File: src/sv/dexs_pkg.sv
// ----------------------------------------------------------------------------
// dexs_pkg
// Shared types, constants, arithmetic helpers and the microprogram of the
// double exponential smoother.
// ----------------------------------------------------------------------------
package dexs_pkg;

    // Data format and gain format.
    localparam int DW         = 32;
    localparam int GAIN_SHIFT = 16;
    localparam int GW         = GAIN_SHIFT + 1;
    localparam int PW         = DW + GW;
    localparam logic [GW-1:0] GAIN_ONE = GW'(1) << GAIN_SHIFT;

    // Configuration port.
    localparam int CFG_IDX_W = 2;
    localparam logic [CFG_IDX_W-1:0] REG_LEVEL_GAIN = CFG_IDX_W'(0);
    localparam logic [CFG_IDX_W-1:0] REG_TREND_GAIN = CFG_IDX_W'(1);
    localparam logic [GW-1:0] GAIN_RESET = GW'(8192);

    // Item modes.
    localparam logic [1:0] MODE_ADD   = 2'd0;
    localparam logic [1:0] MODE_QUERY = 2'd1;
    localparam logic [1:0] MODE_CLEAR = 2'd2;

    // Samples seen counter values.
    localparam logic [1:0] SEEN_NONE = 2'd0;
    localparam logic [1:0] SEEN_ONE  = 2'd1;
    localparam logic [1:0] SEEN_TWO  = 2'd2;

    // Datapath operations.
    localparam logic [2:0] DP_NOP  = 3'd0;
    localparam logic [2:0] DP_INIT = 3'd1;
    localparam logic [2:0] DP_SEED = 3'd2;
    localparam logic [2:0] DP_PROJ = 3'd3;
    localparam logic [2:0] DP_LVL  = 3'd4;
    localparam logic [2:0] DP_DIFF = 3'd5;
    localparam logic [2:0] DP_TRD  = 3'd6;

    // Multiplier gain select.
    localparam logic [1:0] G_ALPHA   = 2'd0;
    localparam logic [1:0] G_ALPHA_C = 2'd1;
    localparam logic [1:0] G_BETA    = 2'd2;
    localparam logic [1:0] G_BETA_C  = 2'd3;

    // Multiplier operand select.
    localparam logic [1:0] M_X   = 2'd0;
    localparam logic [1:0] M_T   = 2'd1;
    localparam logic [1:0] M_TRD = 2'd2;

    // Sequencing.
    localparam logic [1:0] J_NEXT  = 2'd0;
    localparam logic [1:0] J_SEEN0 = 2'd1;
    localparam logic [1:0] J_SEEN2 = 2'd2;
    localparam logic [1:0] J_END   = 2'd3;

    localparam int UC_DEPTH = 10;
    localparam int PC_W     = $clog2(UC_DEPTH);

    typedef struct packed {
        logic [1:0]               mode;
        logic signed [DW-1:0]     sample;
    } t_in_item;

    typedef struct packed {
        logic signed [DW-1:0]     level_out;
        logic                     empty_res;
    } t_out_item;

    // One microcode word.
    typedef struct packed {
        logic [2:0]      op;
        logic            mul_en;
        logic [1:0]      gsel;
        logic [1:0]      msrc;
        logic            acc_ld;
        logic [1:0]      jcond;
        logic [PC_W-1:0] target;
    } t_uword;

    // Datapath status seen by the sequencer and the top level.
    typedef struct packed {
        logic [1:0] seen;
    } t_status;

    localparam t_uword UW_NOP = '{op: DP_NOP, mul_en: 1'b0, gsel: G_ALPHA, msrc: M_X,
                                  acc_ld: 1'b0, jcond: J_END, target: '0};

    function automatic t_uword uw(input logic [2:0] op, input logic mul_en,
                                  input logic [1:0] gsel, input logic [1:0] msrc,
                                  input logic acc_ld, input logic [1:0] jcond,
                                  input int target);
        t_uword w;
        w.op     = op;
        w.mul_en = mul_en;
        w.gsel   = gsel;
        w.msrc   = msrc;
        w.acc_ld = acc_ld;
        w.jcond  = jcond;
        w.target = PC_W'(target);
        return w;
    endfunction

    // Add-sample microprogram. Steps 3 to 8 are the Holt update proper.
    function automatic t_uword ucode(input logic [PC_W-1:0] pc);
        t_uword w;
        case (pc)
            PC_W'(0): w = uw(DP_NOP,  1'b0, G_ALPHA,   M_X,   1'b0, J_SEEN0, 9);
            PC_W'(1): w = uw(DP_NOP,  1'b0, G_ALPHA,   M_X,   1'b0, J_SEEN2, 3);
            PC_W'(2): w = uw(DP_SEED, 1'b0, G_ALPHA,   M_X,   1'b0, J_NEXT,  0);
            PC_W'(3): w = uw(DP_PROJ, 1'b1, G_ALPHA,   M_X,   1'b0, J_NEXT,  0);
            PC_W'(4): w = uw(DP_NOP,  1'b1, G_ALPHA_C, M_T,   1'b1, J_NEXT,  0);
            PC_W'(5): w = uw(DP_LVL,  1'b1, G_BETA_C,  M_TRD, 1'b0, J_NEXT,  0);
            PC_W'(6): w = uw(DP_DIFF, 1'b0, G_BETA,    M_X,   1'b1, J_NEXT,  0);
            PC_W'(7): w = uw(DP_NOP,  1'b1, G_BETA,    M_T,   1'b0, J_NEXT,  0);
            PC_W'(8): w = uw(DP_TRD,  1'b0, G_BETA,    M_X,   1'b0, J_END,   0);
            PC_W'(9): w = uw(DP_INIT, 1'b0, G_ALPHA,   M_X,   1'b0, J_END,   0);
            default:  w = UW_NOP;
        endcase
        return w;
    endfunction

    // Saturate a sum two bits wider than the data format.
    function automatic logic signed [DW-1:0] sat(input logic signed [DW+1:0] v);
        logic signed [DW-1:0] r;
        if ((v[DW+1:DW-1] == 3'b000) || (v[DW+1:DW-1] == 3'b111)) begin
            r = v[DW-1:0];
        end else if (v[DW+1]) begin
            r = {1'b1, {(DW-1){1'b0}}};
        end else begin
            r = {1'b0, {(DW-1){1'b1}}};
        end
        return r;
    endfunction

    // Scale a gain product by 2^-16, rounding to nearest, ties upward.
    function automatic logic signed [DW:0] weigh(input logic signed [PW-1:0] p);
        return p[PW-1:GAIN_SHIFT] + $signed({{DW{1'b0}}, p[GAIN_SHIFT-1]});
    endfunction

    // Gains above one are used as one.
    function automatic logic [GW-1:0] clamp_gain(input logic [GW-1:0] g);
        return g[GW-1] ? GAIN_ONE : g;
    endfunction

endpackage

File: src/sv/dexs_sequencer.sv
// ----------------------------------------------------------------------------
// dexs_sequencer
// Step counter over the microcode table with conditional jumps on the
// number of samples seen.
// ----------------------------------------------------------------------------
module dexs_sequencer import dexs_pkg::*; (
    input  logic    i_clk,
    input  logic    i_rst_n,
    input  logic    i_start,
    input  t_status i_status,
    output t_uword  o_uword,
    output logic    o_busy
);

    logic            r_busy, n_busy;
    logic [PC_W-1:0] r_pc, n_pc;
    t_uword          w_word;
    logic            w_take;

    assign w_word = ucode(r_pc);

    // Jump decision for the current step.
    always_comb begin
        w_take = ((w_word.jcond == J_SEEN0) && (i_status.seen == SEEN_NONE)) ||
                 ((w_word.jcond == J_SEEN2) && (i_status.seen == SEEN_TWO));
    end

    // Next step and busy flag.
    always_comb begin
        n_busy = r_busy;
        n_pc   = r_pc;
        if (r_busy) begin
            if (w_word.jcond == J_END) begin
                n_busy = 1'b0;
                n_pc   = '0;
            end else if (w_take) begin
                n_pc = w_word.target;
            end else begin
                n_pc = r_pc + PC_W'(1);
            end
        end else if (i_start) begin
            n_busy = 1'b1;
            n_pc   = '0;
        end
    end

    always_ff @(posedge i_clk) begin
        if (!i_rst_n) begin
            r_busy <= 1'b0;
            r_pc   <= '0;
        end else begin
            r_busy <= n_busy;
            r_pc   <= n_pc;
        end
    end

    // The datapath sees a no-op word while idle.
    assign o_uword = r_busy ? w_word : UW_NOP;
    assign o_busy  = r_busy;

    // The program counter stays inside the table.
    a_pc_range: assert property (@(posedge i_clk) disable iff (!i_rst_n)
        r_busy |-> (r_pc < PC_W'(UC_DEPTH)))
        else $error("sequencer step out of range");

    // A program only ends at an end step.
    a_end_step: assert property (@(posedge i_clk) disable iff (!i_rst_n)
        $fell(r_busy) |-> $past(w_word.jcond == J_END))
        else $error("sequencer stopped outside an end step");

endmodule

File: src/sv/dexs_datapath.sv
// ----------------------------------------------------------------------------
// dexs_datapath
// Level, trend and scratch registers with one shared gain multiplier and a
// saturating accumulator, driven by the microcode word.
// ----------------------------------------------------------------------------
module dexs_datapath import dexs_pkg::*; (
    input  logic                 i_clk,
    input  logic                 i_rst_n,
    input  t_uword               i_uword,
    input  logic                 i_load_x,
    input  logic signed [DW-1:0] i_x,
    input  logic                 i_clear,
    input  logic [GW-1:0]        i_level_gain,
    input  logic [GW-1:0]        i_trend_gain,
    output t_status              o_status,
    output logic signed [DW-1:0] o_level
);

    logic signed [DW-1:0] r_level, r_trend, r_x, r_t, r_old;
    logic signed [DW:0]   r_acc;
    logic signed [PW-1:0] r_prod;
    logic [1:0]           r_seen;

    logic [GW-1:0]        w_alpha, w_beta, w_gain;
    logic signed [DW-1:0] w_opnd;
    logic signed [PW:0]   w_full;
    logic signed [DW:0]   w_wt;
    logic signed [DW-1:0] w_accsum;

    assign w_alpha = clamp_gain(i_level_gain);
    assign w_beta  = clamp_gain(i_trend_gain);

    // Multiplier operand selection.
    always_comb begin
        case (i_uword.gsel)
            G_ALPHA:   w_gain = w_alpha;
            G_ALPHA_C: w_gain = GAIN_ONE - w_alpha;
            G_BETA:    w_gain = w_beta;
            G_BETA_C:  w_gain = GAIN_ONE - w_beta;
            default:   w_gain = w_alpha;
        endcase
        case (i_uword.msrc)
            M_X:     w_opnd = r_x;
            M_T:     w_opnd = r_t;
            M_TRD:   w_opnd = r_trend;
            default: w_opnd = r_x;
        endcase
    end

    // Gain times value; the product is registered before any further use.
    assign w_full = $signed({1'b0, w_gain}) * w_opnd;

    // Rounded weighted term and the saturated sum of both terms.
    assign w_wt     = weigh(r_prod);
    assign w_accsum = sat({r_acc[DW], r_acc} + {w_wt[DW], w_wt});

    always_ff @(posedge i_clk) begin
        if (i_uword.mul_en) begin
            r_prod <= w_full[PW-1:0];
        end
        if (i_uword.acc_ld) begin
            r_acc <= w_wt;
        end
        if (i_load_x) begin
            r_x <= i_x;
        end
        case (i_uword.op)
            DP_PROJ: begin
                r_t   <= sat({{2{r_level[DW-1]}}, r_level} + {{2{r_trend[DW-1]}}, r_trend});
                r_old <= r_level;
            end
            DP_DIFF: begin
                r_t <= sat({{2{r_level[DW-1]}}, r_level} - {{2{r_old[DW-1]}}, r_old});
            end
            default: begin
            end
        endcase
    end

    // Architectural state: level, trend and samples seen.
    always_ff @(posedge i_clk) begin
        if (!i_rst_n) begin
            r_level <= '0;
            r_trend <= '0;
            r_seen  <= SEEN_NONE;
        end else if (i_clear) begin
            r_level <= '0;
            r_trend <= '0;
            r_seen  <= SEEN_NONE;
        end else begin
            case (i_uword.op)
                DP_INIT: begin
                    r_level <= r_x;
                    r_trend <= r_x;
                    r_seen  <= SEEN_ONE;
                end
                DP_SEED: begin
                    r_trend <= sat({{2{r_x[DW-1]}}, r_x} - {{2{r_trend[DW-1]}}, r_trend});
                    r_level <= r_x;
                end
                DP_LVL: begin
                    r_level <= w_accsum;
                end
                DP_TRD: begin
                    r_trend <= w_accsum;
                    r_seen  <= SEEN_TWO;
                end
                default: begin
                end
            endcase
        end
    end

    assign o_status.seen = r_seen;
    assign o_level       = r_level;

    // The sample counter saturates at two.
    a_seen_range: assert property (@(posedge i_clk) disable iff (!i_rst_n)
        r_seen != 2'd3)
        else $error("samples seen counter out of range");

endmodule

File: src/sv/double_exponential_smoother.sv
// ----------------------------------------------------------------------------
// double_exponential_smoother
// Holt level and trend smoother in signed Q16.16 with a query and clear mode.
// ----------------------------------------------------------------------------
// An add item runs a short microprogram on one shared 17 by 32 multiplier,
// one step per cycle: a first sample loads level and trend, a second seeds the
// trend and then runs the update, a later one runs the update directly, with
// its four multiplications and their dependent sums. No item is accepted while
// it runs. A query result sits in an output register, and only a further query
// waits while that result is stalled. The user must write gains through the
// configuration port while the block is idle; the block does not enforce this.
// Values above 65536 act as 1.0.
module double_exponential_smoother import dexs_pkg::*; (
    input  logic                 i_clk,
    input  logic                 i_rst_n,
    input  logic                 i_in_valid,
    input  t_in_item             i_in_item,
    output logic                 o_in_stall,
    output logic                 o_out_valid,
    output t_out_item            o_out_item,
    input  logic                 i_out_stall,
    input  logic                 i_cfg_we,
    input  logic [CFG_IDX_W-1:0] i_cfg_idx,
    input  logic [GW-1:0]        i_cfg_data
);

    logic [GW-1:0] r_level_gain, r_trend_gain;
    logic          r_out_valid;
    t_out_item     r_out_item;

    logic          w_busy, w_accept, w_is_add, w_is_query, w_is_clear;
    t_uword        w_uword;
    t_status       w_status;
    logic signed [DW-1:0] w_level;

    // Input handshake: every item waits while an add runs; a query also waits while the previous result is held.
    assign w_is_add   = i_in_item.mode == MODE_ADD;
    assign w_is_query = i_in_item.mode == MODE_QUERY;
    assign w_is_clear = i_in_item.mode == MODE_CLEAR;
    assign o_in_stall = w_busy || (r_out_valid && i_out_stall && i_in_valid && w_is_query);
    assign w_accept   = i_in_valid && !o_in_stall;

    // Gain registers.
    always_ff @(posedge i_clk) begin
        if (!i_rst_n) begin
            r_level_gain <= GAIN_RESET;
            r_trend_gain <= GAIN_RESET;
        end else if (i_cfg_we) begin
            case (i_cfg_idx)
                REG_LEVEL_GAIN: r_level_gain <= i_cfg_data;
                REG_TREND_GAIN: r_trend_gain <= i_cfg_data;
                default: begin
                end
            endcase
        end
    end

    dexs_sequencer u_seq (
        .i_clk    (i_clk),
        .i_rst_n  (i_rst_n),
        .i_start  (w_accept && w_is_add),
        .i_status (w_status),
        .o_uword  (w_uword),
        .o_busy   (w_busy)
    );

    dexs_datapath u_dp (
        .i_clk        (i_clk),
        .i_rst_n      (i_rst_n),
        .i_uword      (w_uword),
        .i_load_x     (w_accept && w_is_add),
        .i_x          (i_in_item.sample),
        .i_clear      (w_accept && w_is_clear),
        .i_level_gain (r_level_gain),
        .i_trend_gain (r_trend_gain),
        .o_status     (w_status),
        .o_level      (w_level)
    );

    // Output register for query results.
    always_ff @(posedge i_clk) begin
        if (!i_rst_n) begin
            r_out_valid <= 1'b0;
        end else if (w_accept && w_is_query) begin
            r_out_valid <= 1'b1;
        end else if (!i_out_stall) begin
            r_out_valid <= 1'b0;
        end
    end

    always_ff @(posedge i_clk) begin
        if (w_accept && w_is_query) begin
            if (w_status.seen == SEEN_NONE) begin
                r_out_item.level_out <= '0;
                r_out_item.empty_res <= 1'b1;
            end else begin
                r_out_item.level_out <= w_level;
                r_out_item.empty_res <= 1'b0;
            end
        end
    end

    assign o_out_valid = r_out_valid;
    assign o_out_item  = r_out_item;

    // An accepted add starts the microprogram.
    a_add_starts: assert property (@(posedge i_clk) disable iff (!i_rst_n)
        (w_accept && w_is_add) |=> w_busy)
        else $error("add item did not start the sequencer");

    // A result appears only after an accepted query.
    a_result_source: assert property (@(posedge i_clk) disable iff (!i_rst_n)
        $rose(r_out_valid) |-> $past(w_accept && w_is_query))
        else $error("result without a query");

    // A query with no samples reports empty with a zero level.
    a_empty_query: assert property (@(posedge i_clk) disable iff (!i_rst_n)
        (w_accept && w_is_query && (w_status.seen == SEEN_NONE)) |=>
        (o_out_item.empty_res && (o_out_item.level_out == '0)))
        else $error("empty query returned a level");

endmodule

File: config.mk
export PLATFORM = sky130hd
export DESIGN_NAME = double_exponential_smoother
export DESIGN_NICKNAME = d
export VERILOG_FILES = /design/src/sv/dexs_pkg.sv /design/src/sv/dexs_sequencer.sv /design/src/sv/dexs_datapath.sv /design/src/sv/double_exponential_smoother.sv
export SDC_FILE = /design/constraint.sdc
export NUM_CORES = 2
export LEC_CHECK = 0
export ABC_AREA = 1
export BUFFER_PORTS_ARGS = -buffer_cell sky130_fd_sc_hd__buf_2
export CAP_MARGIN = 25
export CORE_ASPECT_RATIO = 1.5
export CORE_MARGIN = 3
export CORE_UTILIZATION = 60
export DETAILED_ROUTE_END_ITERATION = 12
export PLACE_DENSITY = 0.79
export SYNTH_ARGS = -nofsm -noshare
export SYNTH_HDL_FRONTEND = slang
export SYNTH_SLANG_ARGS = --single-unit
File: constraint.sdc
create_clock -name i_clk -period 9.2 [get_ports i_clk]
set_clock_uncertainty 0.05 [all_clocks]
set_input_delay 0.46 -clock i_clk [delete_from_list [all_inputs] [get_ports i_clk]]
set_output_delay 0.46 -clock i_clk [all_outputs]
set_load 0.005 [all_outputs]
==> results.py <==
metrics = {
    "run_status": {
        "status": "finished clean",
    },
    "critical_path": {
        "arrival_ns": 9.01,
        "critPathLaunch": "u_seq.o_busy",
        "cpMostUsedCell": "nand2_1",
        "path_delay_family": "adder cells",
        "path_max_fanout": 19,
        "cp_slowest_cell": "clkinv_1",
        "criticalPathCategory": "reg -> reg",
        "start_kind": "flop",
        "rrSetupSlack_ns": 0.43,
        "cp-end-kind": "flop",
        "crit_buf_inv": 6,
        "crit_required_ns": 9.44,
        "rr_startpoint": "u_seq.o_busy",
        "max_stage_delay_ns": 0.77,
    },
    "power": {
        "peakVddDrop_v": 0.000155,
        "p_clk_share_pct": 22.1,
        "power_frac_seq_pct": 24.9,
        "leakage_nw": 22.2,
        "p_sw_share_pct": 44.6,
        "p_int_mw": 3.70,
        "p_per_area_nw_per_um2": 151,
        "p_comb_share_pct": 53.0,
        "net-switching-power_mw": 2.98,
    },
    "synthesis": {
        "yosys.area.top_type": "fa_1",
        "synth_top_area_share_pct": 25.2,
        "yosysSeqAreaShare_pct": 20.1,
        "synth_edf_count": 196,
        "synth_cell_types": 54,
        "synth_nets": 6282,
        "async_reset_ff_share_pct": 0,
        "synth_ff_type": "edfxtp_1",
        "syn-cell-area_um2": 41200,
        "syn_avg_cell_area_um2": 7.55,
        "synth_cells": 5455,
        "ys_warn_count": 0,
        "synth-seq-cells": 316,
        "synth_area_leaders": "fa_1, edfxtp_1, nand2_1",
    },
    "floorplan": {
        "die_h_um": 327,
        "core-area_um2": 67900,
        "start_util_pct": 60.7,
        "die_area_um2": 71900,
        "ioPinCount": 93,
        "die_w_um": 220,
        "num_rows": 117,
    },
    "cts": {
        "tritoncts": "yes",
        "cts_buffers": 36,
        "htreeDepth": 2,
        "post-cts-setup-buffers": 0,
        "clk-insertion-delay-late_ns": 0.58,
        "numClockSinks": 316,
        "clock_path_buffers": 3,
        "cts_root_buffer": "clkbuf_16",
        "cts.reportedPaths.clkPinSlew_ns": 0.07,
    },
    "route": {
        "antenna_left": 0,
        "wire_per_inst_um": 22.2,
        "routed_wl_um": 143000,
        "dr.pass1.iters": 6,
        "routed_via_density": 5.82,
        "vias": 37433,
        "dr.first_iter.drc_count": 3090,
        "drc": 0,
    },
    "global_route": {
        "grt_pass1_vias": 38805,
        "antenna_found_initial": 4,
        "grt_pass1_wl_um": 216000,
        "grt.total_usage_pct": 40.1,
        "grt_overflow": 0,
        "grt_max_degree": 39,
    },
    "sta": {
        "fin_ws_ns": 0.433,
        "relSlewSlack_pct": 24.6,
        "tns_ns": 0,
        "rsz0062_at_grt": "false",
        "fmax_mhz": 114,
        "setup_viol": 0,
        "finalCriticalPeriod_ns": 8.77,
        "drv_slew": 0,
        "final_hold_viol_count": 0,
        "finalCritPeriodShare_pct": 95.3,
        "tightest_slew_ns": 1.12,
    },
    "cells_and_area": {
        "final_common_cell": "nand2_1",
        "drive_gt1_share_pct": 5.17,
        "nets": 6338,
        "final_cell_mix": "nand2_1, inv_1, nor2_1",
        "synthToLayoutAreaGrowth_pct": 7.24,
        "fillers": 6064,
    },
    "placed_design": {
        "place_ws_ns": 0.570,
        "port_buffers": 92,
        "dpl.hpwl_um": 117000,
        "place.gp.congestion": 1.10,
    },
    "worst_hold_path": {
        "worstHoldStart": "i_in_item[12]",
        "hold_path_class": "in -> reg",
    },
    "flow_run": {
        "drv_cap": 0,
    },
}
## stage by stage
step / total power, mW / hold slack [ns] / util (%) / instance area, um2 / instances
4_1_cts: 6.64 / 0.0000429 / 64.9 / 44100 / 6423
3_3_place_gp: 5.09 / 0.393 / 62.9 / 42700 / 6350
6_report: 6.69 / 0.0165 / 65.0 / 44200 / 6432
5_1_grt: 7.12 / 0.0102 / 65.0 / 44200 / 6429
3_5_place_dp: 5.15 / 0.405 / 63.0 / 42800 / 6354
2_1_floorplan: 4.14 / 0.379 / - / 41200 / 5455
## worst paths after layout
kind / cells after the start / to
setup / recovery: 31 / u_dp.r_prod[43]
hold reg to reg: 2 / r_trend_gain[13]
hold / removal: 1 / u_dp.r_x[12]
setup reg to reg: 31 / u_dp.r_prod[43]
## cell type report
type / instances / area [um2] / area share (%)
repair buffers: 182 / 1280 / 2.90
multi-input cells: 3881 / 28200 / 63.8
clock buffers: 44 / 993 / 2.25
repair inverters: 1 / 7.51 / 0.0170
flip-flops and latches: 316 / 8290 / 18.8
well taps: 892 / 1120 / 2.53
clock inverters: 20 / 193 / 0.436
diodes: 3 / 7.51 / 0.0170
inverters: 1093 / 4110 / 9.29
## cell families after synthesis
family	count (synthesis)	share of synthesized area, %
and+or+nand+nor	2170	21.1
DFF	316	20.1
xor gates and xnor gates	176	3.74
AOI/OAI and AO/OA	766	10.6
adders and majority gates	769	32.8
buffers and inverters	1258	11.6
## cells in the mapped netlist (all sizes together), types with 2 or more instances
cell / number
a211oi: 5
a21boi: 6
a21o: 15
a21oi: 282
a221o: 32
a31o: 2
a31oi: 30
and2: 2
and3: 3
buf: 42
clkbuf: 123
clkinv: 10
dfxtp: 120
edfxtp: 196
fa: 518
ha: 251
inv: 1083
nand2: 1194
nand3: 223
nand3b: 12
nand4: 32
nor2: 648
nor3: 41
nor3b: 2
nor4: 12
o2111ai: 2
o211ai: 10
o21a: 10
o21ai: 301
o21bai: 33
o221a: 4
o22ai: 30
o31ai: 2
xnor2: 65
xor2: 111
## sequential cells by signal, indices dropped and copies added, names as in the netlist, 32 cells and up
| name | cells |
|---|---|
| u_dp.r_trend | 32 |
| u_dp.r_prod | 34 |
| u_dp.r_acc | 33 |
| o_out_item | 33 |
| u_dp.o_level | 32 |
| u_dp.r_t | 32 |
| u_dp.r_x | 32 |
| u_dp.r_old | 32 |
## per-layer routing
metal / vias to the layer above / routed length [um] / track usage [%]
met5: - / 12 / 0
met4: 2 / 18500 / 39.6
met3: 715 / 9160 / 6.80
met2: 1791 / 69300 / 69.2
met1: 17816 / 45800 / 39.7
li1: 17109 / - / -
## repair_timing
action | CTS | global route
setup endpoints to repair | 0 | 1
hold buffers | 5 | 0
resized for setup | 0 | 4
endpoints found under the hold margin | 5 | 0
## power groups by stage
stage	Sequential [mW]	Clock, mW	Combinational (mW)
after detailed placement	1.69	0	3.46
final	1.66	1.48	3.54
after global placement	1.69	0	3.40
after floorplan	1.68	0	2.46
after global routing	1.66	1.54	3.91
after CTS	1.66	1.49	3.49
(Power assumes the default switching activity.)
